File: src/sv/grid_split_search_defines.svh
// assertion macros for the checks in the top level
`ifndef GRID_SPLIT_SEARCH_DEFINES_SVH
`define GRID_SPLIT_SEARCH_DEFINES_SVH

// same-cycle implication, clocked on clk, off during reset
`define GSS_ASSERT_NOW(name, ante, cons, msg) \
	name: assert property (@(posedge clk) disable iff (!arst_n) (ante) |-> (cons)) \
		else $error(msg);

// next-cycle implication, clocked on clk, off during reset
`define GSS_ASSERT_NEXT(name, ante, cons, msg) \
	name: assert property (@(posedge clk) disable iff (!arst_n) (ante) |=> (cons)) \
		else $error(msg);

`endif

File: src/sv/gss_pkg.sv
package gss_pkg;

	// defaults for the top level parameters
	localparam int MAX_PROCS_DEF = 1024;
	localparam int GRID_MAX_DEF  = 4096;

	// fixed port widths
	localparam int PROC_W     = 11;
	localparam int GRID_W     = 13;
	localparam int SPLIT_W    = 11;
	localparam int COST_W     = 37;
	localparam int CFG_IDX_W  = 3;
	localparam int CFG_DATA_W = 13;

	// weight of the surface term in the cost
	localparam int SURFACE_WEIGHT = 100;

	localparam logic [COST_W-1:0] COST_MAX = '1;

	// configuration register indexes
	typedef enum logic [CFG_IDX_W-1:0] {
		CFG_GRID_X = 3'd0,
		CFG_GRID_Y = 3'd1,
		CFG_GRID_Z = 3'd2,
		CFG_ACT_X  = 3'd3,
		CFG_ACT_Y  = 3'd4,
		CFG_ACT_Z  = 3'd5
	} cfg_idx_t;

	typedef enum logic [1:0] {
		AXIS_X,
		AXIS_Y,
		AXIS_Z
	} axis_t;

	typedef enum logic [1:0] {
		MUL_XY,
		MUL_VOL,
		MUL_SIDE
	} mul_op_t;

	typedef enum logic [4:0] {
		ST_IDLE,
		ST_INIT,
		ST_DIV_X,
		ST_WAIT_X,
		ST_CHK_X,
		ST_DIV_Y,
		ST_WAIT_Y,
		ST_CHK_Y,
		ST_MUL_XY,
		ST_DIV_Z,
		ST_WAIT_Z,
		ST_CHK_Z,
		ST_MUL_VOL,
		ST_MUL_SIDE,
		ST_SUM,
		ST_COST,
		ST_CMP,
		ST_DONE
	} state_t;

	// controller to datapath
	typedef struct packed {
		logic    load;
		logic    div_start;
		axis_t   div_axis;
		logic    mul_en;
		mul_op_t mul_op;
		logic    sum_en;
		logic    cost_en;
		logic    cmp_en;
		logic    force_best;
		logic    enter_y;
		logic    enter_z;
		logic    step_x;
		logic    step_y;
		logic    step_z;
	} cmd_t;

	// datapath to controller
	typedef struct packed {
		logic div_done;
		logic x_ok;
		logic y_ok;
		logic z_ok;
	} status_t;

endpackage

File: src/sv/gss_div.sv
// restoring divider, one quotient bit per cycle
module gss_div #(
	parameter int NW = 14,
	parameter int DW = 12
) (
	input  logic          clk,
	input  logic          arst_n,
	input  logic          start,
	input  logic [NW-1:0] num,
	input  logic [DW-1:0] den,
	output logic          done,
	output logic [NW-1:0] quot
);

	localparam int CNTW = $clog2(NW + 1);

	logic            busy_q;
	logic            done_q;
	logic [CNTW-1:0] cnt_q;
	logic [NW-1:0]   num_q;
	logic [DW-1:0]   den_q;
	logic [DW-1:0]   rem_q;

	logic [DW:0] trial;
	logic [DW:0] diff;
	logic        ge;

	// shift in the next numerator bit and try the subtract
	always_comb begin
		trial = {rem_q, num_q[NW-1]};
		diff  = trial - {1'b0, den_q};
		ge    = (trial >= {1'b0, den_q});
	end

	// sequencing
	always_ff @(posedge clk or negedge arst_n) begin
		if (!arst_n) begin
			busy_q <= 1'b0;
			done_q <= 1'b0;
			cnt_q  <= '0;
		end else begin
			done_q <= 1'b0;
			if (start) begin
				busy_q <= 1'b1;
				cnt_q  <= CNTW'(NW);
			end else if (busy_q) begin
				cnt_q <= cnt_q - CNTW'(1);
				if (cnt_q == CNTW'(1)) begin
					busy_q <= 1'b0;
					done_q <= 1'b1;
				end
			end
		end
	end

	// remainder and quotient bits
	always_ff @(posedge clk) begin
		if (start) begin
			num_q <= num;
			den_q <= den;
			rem_q <= '0;
		end else if (busy_q) begin
			rem_q <= ge ? diff[DW-1:0] : trial[DW-1:0];
			num_q <= {num_q[NW-2:0], ge};
		end
	end

	assign done = done_q;
	assign quot = num_q;

endmodule

File: src/sv/gss_dp.sv
// datapath: loop counters, lengths, cost arithmetic and best split
module gss_dp #(
	parameter int MAX_PROCS = gss_pkg::MAX_PROCS_DEF,
	parameter int GRID_MAX  = gss_pkg::GRID_MAX_DEF
) (
	input  logic                           clk,
	input  logic                           arst_n,
	input  gss_pkg::cmd_t                  cmd,
	output gss_pkg::status_t               status,
	input  logic [gss_pkg::PROC_W-1:0]     process_count,
	input  logic [gss_pkg::GRID_W-1:0]     grid_size_x,
	input  logic [gss_pkg::GRID_W-1:0]     grid_size_y,
	input  logic [gss_pkg::GRID_W-1:0]     grid_size_z,
	input  logic                           axis_x_active,
	input  logic                           axis_y_active,
	input  logic                           axis_z_active,
	output logic [gss_pkg::SPLIT_W-1:0]    split_x,
	output logic [gss_pkg::SPLIT_W-1:0]    split_y,
	output logic [gss_pkg::SPLIT_W-1:0]    split_z,
	output logic [gss_pkg::SPLIT_W-1:0]    used_processes,
	output logic [gss_pkg::COST_W-1:0]     best_cost
);

	localparam int PW   = $clog2(MAX_PROCS + 1);
	localparam int CNTW = PW + 1;
	localparam int GW   = $clog2(GRID_MAX + 1);
	localparam int NW   = ((GW > CNTW) ? GW : CNTW) + 1;
	localparam int MW   = 3 * GW + 1;
	localparam int SW   = 2 * GW + 2;
	localparam int CW   = ((3 * GW > 2 * GW + 10) ? 3 * GW : 2 * GW + 10) + 1;
	localparam int XW   = CW + gss_pkg::COST_W;

	// request operands
	logic [PW-1:0]   p_q;
	logic [GW-1:0]   sx_q, sy_q, sz_q;
	logic [PW-1:0]   xlim_q, ylim_q, zlim_q;

	// loop counters and running products
	logic [CNTW-1:0] tx_q, ty_q, tz_q;
	logic [CNTW-1:0] txy_q, txyz_q;

	// lengths and cost terms
	logic [GW-1:0]   lx_q, ly_q, lz_q;
	logic [2*GW-1:0] lxy_q;
	logic [3*GW-1:0] vol_q;
	logic [2*GW:0]   side_q;
	logic [SW-1:0]   surf_q;
	logic [CW-1:0]   cost_q;

	// best split so far
	logic [CW-1:0]   best_q;
	logic [CNTW-1:0] bx_q, by_q, bz_q, bused_q;

	logic            div_done;
	logic [NW-1:0]   div_quot;
	logic [NW-1:0]   div_num;
	logic [CNTW-1:0] div_den;
	gss_pkg::axis_t  div_axis_q;

	logic [PW-1:0]   p_sat;
	logic [GW-1:0]   sx_sat, sy_sat, sz_sat;
	logic [PW-1:0]   xlim_d, ylim_d, zlim_d;

	logic [2*GW-1:0] mul_a;
	logic [GW:0]     mul_b;
	logic [MW-1:0]   prod;
	logic [XW-1:0]   cost_ext;

	// saturate the request and the grid sizes, derive the axis limits
	always_comb begin
		p_sat  = (32'(process_count) > 32'(MAX_PROCS)) ? PW'(MAX_PROCS) : PW'(process_count);
		sx_sat = (32'(grid_size_x) > 32'(GRID_MAX)) ? GW'(GRID_MAX) : GW'(grid_size_x);
		sy_sat = (32'(grid_size_y) > 32'(GRID_MAX)) ? GW'(GRID_MAX) : GW'(grid_size_y);
		sz_sat = (32'(grid_size_z) > 32'(GRID_MAX)) ? GW'(GRID_MAX) : GW'(grid_size_z);
		xlim_d = !axis_x_active ? PW'(1) :
			((32'(sx_sat) < 32'(p_sat)) ? PW'(sx_sat) : p_sat);
		ylim_d = !axis_y_active ? PW'(1) :
			((32'(sy_sat) < 32'(p_sat)) ? PW'(sy_sat) : p_sat);
		zlim_d = !axis_z_active ? PW'(1) :
			((32'(sz_sat) < 32'(p_sat)) ? PW'(sz_sat) : p_sat);
	end

	// loop bounds: split within the axis limit and product within the request
	always_comb begin
		status.div_done = div_done;
		status.x_ok     = (tx_q <= CNTW'(xlim_q));
		status.y_ok     = (ty_q <= CNTW'(ylim_q)) && (txy_q <= CNTW'(p_q));
		status.z_ok     = (tz_q <= CNTW'(zlim_q)) && (txyz_q <= CNTW'(p_q));
	end

	// ceiling division operands: (size + split - 1) / split
	always_comb begin
		case (cmd.div_axis)
			gss_pkg::AXIS_X: begin
				div_num = NW'(sx_q) + NW'(tx_q) - NW'(1);
				div_den = tx_q;
			end
			gss_pkg::AXIS_Y: begin
				div_num = NW'(sy_q) + NW'(ty_q) - NW'(1);
				div_den = ty_q;
			end
			gss_pkg::AXIS_Z: begin
				div_num = NW'(sz_q) + NW'(tz_q) - NW'(1);
				div_den = tz_q;
			end
			default: begin
				div_num = '0;
				div_den = CNTW'(1);
			end
		endcase
	end

	gss_div #(
		.NW (NW),
		.DW (CNTW)
	) u_div (
		.clk    (clk),
		.arst_n (arst_n),
		.start  (cmd.div_start),
		.num    (div_num),
		.den    (div_den),
		.done   (div_done),
		.quot   (div_quot)
	);

	// shared multiplier operands
	always_comb begin
		case (cmd.mul_op)
			gss_pkg::MUL_XY: begin
				mul_a = (2*GW)'(lx_q);
				mul_b = (GW+1)'(ly_q);
			end
			gss_pkg::MUL_VOL: begin
				mul_a = lxy_q;
				mul_b = (GW+1)'(lz_q);
			end
			gss_pkg::MUL_SIDE: begin
				mul_a = (2*GW)'(lz_q);
				mul_b = (GW+1)'(lx_q) + (GW+1)'(ly_q);
			end
			default: begin
				mul_a = '0;
				mul_b = '0;
			end
		endcase
		prod = MW'(mul_a) * MW'(mul_b);
	end

	// request load and loop counters
	always_ff @(posedge clk) begin
		if (cmd.load) begin
			p_q    <= p_sat;
			sx_q   <= sx_sat;
			sy_q   <= sy_sat;
			sz_q   <= sz_sat;
			xlim_q <= xlim_d;
			ylim_q <= ylim_d;
			zlim_q <= zlim_d;
			tx_q   <= CNTW'(1);
			ty_q   <= CNTW'(1);
			tz_q   <= CNTW'(1);
			txy_q  <= CNTW'(1);
			txyz_q <= CNTW'(1);
		end else begin
			if (cmd.step_x) begin
				tx_q <= tx_q + CNTW'(1);
			end
			if (cmd.enter_y) begin
				ty_q  <= CNTW'(1);
				txy_q <= tx_q;
			end else if (cmd.step_y) begin
				ty_q  <= ty_q + CNTW'(1);
				txy_q <= txy_q + tx_q;
			end
			if (cmd.enter_z) begin
				tz_q   <= CNTW'(1);
				txyz_q <= txy_q;
			end else if (cmd.step_z) begin
				tz_q   <= tz_q + CNTW'(1);
				txyz_q <= txyz_q + txy_q;
			end
		end
	end

	// lengths from the divider
	always_ff @(posedge clk) begin
		if (cmd.div_start) begin
			div_axis_q <= cmd.div_axis;
		end
		if (div_done) begin
			case (div_axis_q)
				gss_pkg::AXIS_X: lx_q <= GW'(div_quot);
				gss_pkg::AXIS_Y: ly_q <= GW'(div_quot);
				gss_pkg::AXIS_Z: lz_q <= GW'(div_quot);
				default: ;
			endcase
		end
	end

	// products, surface sum and cost
	always_ff @(posedge clk) begin
		if (cmd.mul_en) begin
			case (cmd.mul_op)
				gss_pkg::MUL_XY:   lxy_q  <= prod[2*GW-1:0];
				gss_pkg::MUL_VOL:  vol_q  <= prod[3*GW-1:0];
				gss_pkg::MUL_SIDE: side_q <= prod[2*GW:0];
				default: ;
			endcase
		end
		if (cmd.sum_en) begin
			surf_q <= SW'(lxy_q) + SW'(side_q);
		end
		if (cmd.cost_en) begin
			cost_q <= CW'(vol_q) + CW'(surf_q) * CW'(2 * gss_pkg::SURFACE_WEIGHT);
		end
	end

	// keep the first split of least cost
	always_ff @(posedge clk) begin
		if (cmd.cmp_en && (cmd.force_best || (cost_q < best_q))) begin
			best_q  <= cost_q;
			bx_q    <= tx_q;
			by_q    <= ty_q;
			bz_q    <= tz_q;
			bused_q <= txyz_q;
		end
	end

	// result fields, cost saturated to the port width
	assign cost_ext       = XW'(best_q);
	assign best_cost      = (cost_ext > XW'(gss_pkg::COST_MAX)) ? gss_pkg::COST_MAX :
		cost_ext[gss_pkg::COST_W-1:0];
	assign split_x        = gss_pkg::SPLIT_W'(bx_q);
	assign split_y        = gss_pkg::SPLIT_W'(by_q);
	assign split_z        = gss_pkg::SPLIT_W'(bz_q);
	assign used_processes = gss_pkg::SPLIT_W'(bused_q);

endmodule

File: src/sv/gss_ctrl.sv
// controller: walks the nested split loops and sequences each trial
module gss_ctrl (
	input  logic             clk,
	input  logic             arst_n,
	input  logic             start,
	input  gss_pkg::status_t status,
	output gss_pkg::cmd_t    cmd,
	output logic             busy,
	output logic             done
);

	gss_pkg::state_t state_q, state_d;
	logic            init_q;

	// state register; init marks the trial of split one by one by one
	always_ff @(posedge clk or negedge arst_n) begin
		if (!arst_n) begin
			state_q <= gss_pkg::ST_IDLE;
			init_q  <= 1'b0;
		end else begin
			state_q <= state_d;
			if (state_q == gss_pkg::ST_IDLE && start) begin
				init_q <= 1'b1;
			end else if (state_q == gss_pkg::ST_CMP) begin
				init_q <= 1'b0;
			end
		end
	end

	// next state
	always_comb begin
		state_d = state_q;
		case (state_q)
			gss_pkg::ST_IDLE:     if (start) state_d = gss_pkg::ST_INIT;
			gss_pkg::ST_INIT:     state_d = gss_pkg::ST_DIV_X;
			gss_pkg::ST_DIV_X:    state_d = gss_pkg::ST_WAIT_X;
			gss_pkg::ST_WAIT_X: begin
				if (status.div_done) begin
					state_d = init_q ? gss_pkg::ST_DIV_Y : gss_pkg::ST_CHK_Y;
				end
			end
			gss_pkg::ST_CHK_X: begin
				state_d = status.x_ok ? gss_pkg::ST_DIV_X : gss_pkg::ST_DONE;
			end
			gss_pkg::ST_DIV_Y:    state_d = gss_pkg::ST_WAIT_Y;
			gss_pkg::ST_WAIT_Y:   if (status.div_done) state_d = gss_pkg::ST_MUL_XY;
			gss_pkg::ST_CHK_Y: begin
				state_d = status.y_ok ? gss_pkg::ST_DIV_Y : gss_pkg::ST_CHK_X;
			end
			gss_pkg::ST_MUL_XY: begin
				state_d = init_q ? gss_pkg::ST_DIV_Z : gss_pkg::ST_CHK_Z;
			end
			gss_pkg::ST_DIV_Z:    state_d = gss_pkg::ST_WAIT_Z;
			gss_pkg::ST_WAIT_Z:   if (status.div_done) state_d = gss_pkg::ST_MUL_VOL;
			gss_pkg::ST_CHK_Z: begin
				state_d = status.z_ok ? gss_pkg::ST_DIV_Z : gss_pkg::ST_CHK_Y;
			end
			gss_pkg::ST_MUL_VOL:  state_d = gss_pkg::ST_MUL_SIDE;
			gss_pkg::ST_MUL_SIDE: state_d = gss_pkg::ST_SUM;
			gss_pkg::ST_SUM:      state_d = gss_pkg::ST_COST;
			gss_pkg::ST_COST:     state_d = gss_pkg::ST_CMP;
			gss_pkg::ST_CMP:      state_d = init_q ? gss_pkg::ST_CHK_X : gss_pkg::ST_CHK_Z;
			gss_pkg::ST_DONE:     state_d = gss_pkg::ST_IDLE;
			default:              state_d = gss_pkg::ST_IDLE;
		endcase
	end

	// commands to the datapath; the request is captured at the accepting edge
	always_comb begin
		cmd          = '0;
		cmd.div_axis = gss_pkg::AXIS_X;
		cmd.mul_op   = gss_pkg::MUL_XY;
		busy         = (state_q != gss_pkg::ST_IDLE);
		done         = 1'b0;
		case (state_q)
			gss_pkg::ST_IDLE:  cmd.load = start;
			gss_pkg::ST_DIV_X: begin
				cmd.div_start = 1'b1;
				cmd.div_axis  = gss_pkg::AXIS_X;
			end
			gss_pkg::ST_CHK_X: cmd.enter_y = status.x_ok;
			gss_pkg::ST_DIV_Y: begin
				cmd.div_start = 1'b1;
				cmd.div_axis  = gss_pkg::AXIS_Y;
			end
			gss_pkg::ST_CHK_Y: cmd.step_x = !status.y_ok;
			gss_pkg::ST_MUL_XY: begin
				cmd.mul_en  = 1'b1;
				cmd.mul_op  = gss_pkg::MUL_XY;
				cmd.enter_z = 1'b1;
			end
			gss_pkg::ST_DIV_Z: begin
				cmd.div_start = 1'b1;
				cmd.div_axis  = gss_pkg::AXIS_Z;
			end
			gss_pkg::ST_CHK_Z: cmd.step_y = !status.z_ok;
			gss_pkg::ST_MUL_VOL: begin
				cmd.mul_en = 1'b1;
				cmd.mul_op = gss_pkg::MUL_VOL;
			end
			gss_pkg::ST_MUL_SIDE: begin
				cmd.mul_en = 1'b1;
				cmd.mul_op = gss_pkg::MUL_SIDE;
			end
			gss_pkg::ST_SUM:  cmd.sum_en = 1'b1;
			gss_pkg::ST_COST: cmd.cost_en = 1'b1;
			gss_pkg::ST_CMP: begin
				cmd.cmp_en     = 1'b1;
				cmd.force_best = init_q;
				cmd.step_z     = !init_q;
			end
			gss_pkg::ST_DONE: done = 1'b1;
			default: ;
		endcase
	end

endmodule

File: src/sv/grid_split_search.sv
// channel   direction  handshake                  payload
// command   in         start, busy                process_count
// result    out        done (one-cycle strobe)    split_x/y/z, used_processes, best_cost
// config    in         cfg_valid, cfg_ready       cfg_index, cfg_data
//
// a word is taken when start is high and busy is low; busy stays high through
// the result strobe. each trial split runs a divide on the bit-serial divider,
// whose numerator width is NW (14 at default sizes), and each x or y step adds
// its own divide and loop checks, so the shared divider sets the request time.
// the receiver cannot stall: done lasts one cycle. reset is asynchronous and
// loads the register defaults.
`include "grid_split_search_defines.svh"

module grid_split_search #(
	parameter int MAX_PROCS = gss_pkg::MAX_PROCS_DEF,
	parameter int GRID_MAX  = gss_pkg::GRID_MAX_DEF
) (
	input  logic                              clk,
	input  logic                              arst_n,
	input  logic                              start,
	output logic                              busy,
	input  logic [gss_pkg::PROC_W-1:0]        process_count,
	output logic                              done,
	output logic [gss_pkg::SPLIT_W-1:0]       split_x,
	output logic [gss_pkg::SPLIT_W-1:0]       split_y,
	output logic [gss_pkg::SPLIT_W-1:0]       split_z,
	output logic [gss_pkg::SPLIT_W-1:0]       used_processes,
	output logic [gss_pkg::COST_W-1:0]        best_cost,
	input  logic                              cfg_valid,
	output logic                              cfg_ready,
	input  logic [gss_pkg::CFG_IDX_W-1:0]     cfg_index,
	input  logic [gss_pkg::CFG_DATA_W-1:0]    cfg_data
);

	logic [gss_pkg::GRID_W-1:0] grid_x_q, grid_y_q, grid_z_q;
	logic                       act_x_q, act_y_q, act_z_q;

	gss_pkg::cmd_t    cmd;
	gss_pkg::status_t status;

	assign cfg_ready = 1'b1;

	// configuration registers
	always_ff @(posedge clk or negedge arst_n) begin
		if (!arst_n) begin
			grid_x_q <= gss_pkg::GRID_W'(1);
			grid_y_q <= gss_pkg::GRID_W'(1);
			grid_z_q <= gss_pkg::GRID_W'(1);
			act_x_q  <= 1'b1;
			act_y_q  <= 1'b0;
			act_z_q  <= 1'b0;
		end else if (cfg_valid && cfg_ready) begin
			case (gss_pkg::cfg_idx_t'(cfg_index))
				gss_pkg::CFG_GRID_X: grid_x_q <= cfg_data;
				gss_pkg::CFG_GRID_Y: grid_y_q <= cfg_data;
				gss_pkg::CFG_GRID_Z: grid_z_q <= cfg_data;
				gss_pkg::CFG_ACT_X:  act_x_q  <= cfg_data[0];
				gss_pkg::CFG_ACT_Y:  act_y_q  <= cfg_data[0];
				gss_pkg::CFG_ACT_Z:  act_z_q  <= cfg_data[0];
				default: ;
			endcase
		end
	end

	gss_ctrl u_ctrl (
		.clk    (clk),
		.arst_n (arst_n),
		.start  (start),
		.status (status),
		.cmd    (cmd),
		.busy   (busy),
		.done   (done)
	);

	gss_dp #(
		.MAX_PROCS (MAX_PROCS),
		.GRID_MAX  (GRID_MAX)
	) u_dp (
		.clk            (clk),
		.arst_n         (arst_n),
		.cmd            (cmd),
		.status         (status),
		.process_count  (process_count),
		.grid_size_x    (grid_x_q),
		.grid_size_y    (grid_y_q),
		.grid_size_z    (grid_z_q),
		.axis_x_active  (act_x_q),
		.axis_y_active  (act_y_q),
		.axis_z_active  (act_z_q),
		.split_x        (split_x),
		.split_y        (split_y),
		.split_z        (split_z),
		.used_processes (used_processes),
		.best_cost      (best_cost)
	);

	// checks
	`GSS_ASSERT_NEXT(a_start_busy, start && !busy, busy, "accepted word did not raise busy")
	`GSS_ASSERT_NEXT(a_done_idle, done, !busy, "block still busy after result strobe")
	`GSS_ASSERT_NOW(a_busy_cause, $rose(busy), $past(start), "busy rose without a start")

endmodule

File: config.mk
export PLATFORM = sky130hd
export DESIGN_NAME = grid_split_search
export DESIGN_NICKNAME = d
export VERILOG_FILES = /design/src/sv/gss_pkg.sv /design/src/sv/gss_div.sv /design/src/sv/gss_dp.sv /design/src/sv/gss_ctrl.sv /design/src/sv/grid_split_search.sv
export VERILOG_INCLUDE_DIRS = /design/src /design/src/sv
export SDC_FILE = /design/constraint.sdc
export NUM_CORES = 2
export LEC_CHECK = 0
export ABC_AREA = 1
export ABC_CLOCK_PERIOD_IN_PS = 8470
export BUFFER_PORTS_ARGS = -buffer_cell sky130_fd_sc_hd__clkbuf_2
export CAP_MARGIN = 20
export CORE_MARGIN = 2
export CORE_UTILIZATION = 60
export CTS_CLUSTER_SIZE = 20
export DETAILED_ROUTE_END_ITERATION = 7
export PLACE_DENSITY = 0.82
export SYNTH_ARGS = -nofsm -noshare
export SYNTH_HDL_FRONTEND = slang
export SYNTH_SLANG_ARGS = --single-unit
File: constraint.sdc
create_clock -name clk -period 8.47 [get_ports clk]
set_clock_uncertainty 0.2 [all_clocks]
set_input_delay 0.847 -clock clk [delete_from_list [all_inputs] [get_ports clk]]
set_output_delay 0.847 -clock clk [all_outputs]
set_load 0.005 [all_outputs]
==> results_dict.tcl <==
set metrics [dict create \
    outcome "finished, violations left" \
    failed_checks "DRC" \
    wl_met3_um 13600 \
    power.density_nw_per_um2 116 \
    start_kind "flop" \
    die_area_um2 81400 \
    firstDrtPassIters 8 \
    worst_slew_pin_slew_ps 1120 \
    ios 115 \
    async_flop_share_pct 10.4 \
    seq_area_frac_synth_pct 30.8 \
    slew_headroom_pct 25.0 \
    cts_tree "done" \
    initial_core_util_pct 60.4 \
    synthesis.area_um2 47500 \
    crit_required_ps 8610 \
    wl_per_cell_um 20.5 \
    timing.final.crit_share_pct 97.8 \
    synth_cell_types 58 \
    rows 103 \
    grt_first_pass_wirelength_um 223000 \
    vias_per_cell 5.73 \
    tns_ps 0 \
    synth_edf_count 394 \
    rsz0062_at_grt "no" \
    finalNonFillerCells 7051 \
    htreeDepth 2 \
    final_nets 6797 \
    gp_congestion 1.04 \
    irDropWorstVdd_mv 0.178 \
    dpl.hpwl_um 119000 \
    dr.max_layer_used "met5" \
    die_height_um 285 \
    final_common_cell "nand2_1" \
    max_freq_ghz 0.121 \
    clock-root-buffer "clkbuf_16" \
    clk_pin_slew_ps 60 \
    cts-buffers-inserted 53 \
    synthCells 5835 \
    finalMaxSlewViolations 0 \
    wl_met1_um 60300 \
    synth_seq_cells 520 \
    path_class "flop to flop" \
    num_vias 40400 \
    totalWireLength_um 144000 \
    maxCapViolCount 0 \
    p_leak_nw 25.4 \
    synth_area_leaders "edfxtp_1 25%, fa_1 13%, ha_1 13%" \
    clk_path_buf_depth 3 \
    final_cell_mix "1,299 x nand2_1, 1,152 x inv_1, 517 x nor2_1" \
    drive_gt1_share_pct 5.52 \
    port_buffers 113 \
    synth_top_area_cell "edfxtp_1" \
    grt_max_degree 118 \
    setup_viol 0 \
    antenna_found_initial 5 \
    overflow 0 \
    drc 17 \
    critPathArrivalTime_ps 8420 \
    grt_pass1_vias 39000 \
    hp-class "input pin to asynchronous set/reset pin" \
    end_kind "flop" \
    worstPathMaxFanout 19 \
    drt-initial-drc-count 4525 \
    grt.total_usage_pct 35.5 \
    syn2layout_area_growth_pct 7.59 \
    yosys_most_used_dff "edfxtp_1" \
    finalHoldViolations 0 \
    ctsHoldBuffers 0 \
    insertion_delay_ps 640 \
    synth.avg_cell_area_um2 8.13 \
    layout_min_cycle_time_ps 8290 \
    p_total_mw 5.91 \
    clock-sinks 520 \
    yosys_warnings 0 \
    wl_met2_um 64900 \
    dp.cells 6947 \
    synth_top_area_share_pct 24.9 \
    die_w_um 285 \
    ant_nets 0 \
    core-area_um2 78600 \
]
==> cell type report <==
cell class                      instances  area [µm²]
Fill cell                            6733       27600
Sequential cell                       520       14600
Tap cell                             1050        1310
Timing Repair Buffer                  159         955
Clock inverter                         28         259
Clock buffer                           72        1530
Antenna cell                            1        2.50
Multi-Input combinational cell       4034       27900
Inverter                             1187        4460
==> kinds of logic after synthesis <==
logic type	after synthesis	share of synthesized area [%]
AO/OA/AOI/OAI	756	9.39
XOR/XNOR	157	2.90
adder cells (fa/ha/maj)	811	26.4
buffers and inverters	1292	10.6
flip-flops	520	30.8
other	2	0.0158
AND/OR/NAND/NOR	2297	19.9
==> synthesized netlist by cell type (4+ instances only) <==
cell type and count:
a211oi_1 8, a21boi_0 10, a21o_1 26, a21oi_1 335, a221oi_4 9, a22o_1 13
a22oi_1 6, a31oi_1 24, buf_1 5, buf_2 51, buf_4 11, buf_6 9
clkbuf_1 29, clkinv_1 9, dfrtp_1 50, dfstp_2 4, dfxtp_1 72, edfxtp_1 394
fa_1 316, ha_1 495, inv_1 1152, inv_2 26, nand2_1 1301, nand2_2 9
nand3_1 304, nand3b_1 7, nand4_1 62, nor2_1 519, nor2_2 8, nor2_4 4
nor3_1 59, nor4_1 11, o211ai_1 12, o21a_1 15, o21ai_0 227, o21ai_1 12
o21bai_1 31, o221ai_1 12, or2_2 4, xnor2_1 37, xor2_1 120
==> timing repair <==
| action | 4_1_cts | 5_1_grt |
|---|---|---|
| setup endpoints to repair | 0 | 16 |
| buffers inserted | 0 | 0 |
| resized for setup | 0 | 9 |
==> stage by stage <==
stage                     instance area (µm²)  hold slack [ps]  setup slack, ps  utilization (%)
after floorplan                         47500              200             1740                -
after global placement                  49200              204              263             62.6
after detailed placement                49200              205              222             62.6
after CTS                               51000              209              163             64.9
after global routing                    51100              225             22.0             64.9
final                                   51100              190              185             64.9
==> worst paths after layout <==
| kind | from | endpoint | slack [ps] | depth (start not counted) |
|---|---|---|---|---|
| max | u_ctrl.state_q[4]$_DFFE_PN0P_ | u_dp.side_q[24]$_DFFE_PP_ | 180 | 24 |
| min | arst_n | u_dp.u_div.cnt_q[3]$_DFFE_PN0P_ | 190 | 2 |
| max reg2reg | u_ctrl.state_q[4]$_DFFE_PN0P_ | u_dp.side_q[24]$_DFFE_PP_ | 180 | 24 |
| min reg2reg | u_dp.vol_q[0]$_DFFE_PP_ | u_dp.cost_q[0]$_DFFE_PN_ | 210 | 0 |
| max in group asynchronous | arst_n | grid_z_q[12]$_DFFE_PN0P_ | 7310 | 2 |
| min in group clk | u_dp.vol_q[0]$_DFFE_PP_ | u_dp.cost_q[0]$_DFFE_PN_ | 210 | 0 |
==> power breakdown <==
part	switching [mW]	leakage, nW	internal [mW]
registers	0.0635	4.96	2.78
clock network	1.05	0.880	1.37
logic	0.413	19.5	0.225
==> critical path, cell delays in order (launching register included) <==
cell      delay, ps
dfrtp_1         480
inv_2            90
nand3_4         160
nor2_8          120
buf_4           230
a221oi_2        770
inv_1           500
nand2_1         240
fa_1            470
fa_1            520
inv_1            50
fa_1            460
fa_1            520
fa_1            540
inv_1            50
fa_1            530
inv_1            40
ha_1            380
nand2_1         180
o21ai_0         330
inv_1           140
o21bai_1        270
a21oi_1          70
nand2_1         120
xor2_1          500
==> sequential cells by signal, summed over array words and instances (netlist names), 14 cells and up <==
signal and count:
u_dp.side_q 27, u_dp.surf_q 28, u_dp.u_div.quot 14, u_dp.best_q 40, u_dp.vol_q 39, u_dp.cost_q 40, u_dp.lxy_q 26
==> metal layers <==
layer	GRT usage, %	vias to the layer above
met5	0	-
met4	12.5	4
met3	5.44	338
met2	56.2	1995
met1	49.9	19200
li1	-	18900
Power figures use the tool's default switching activity.
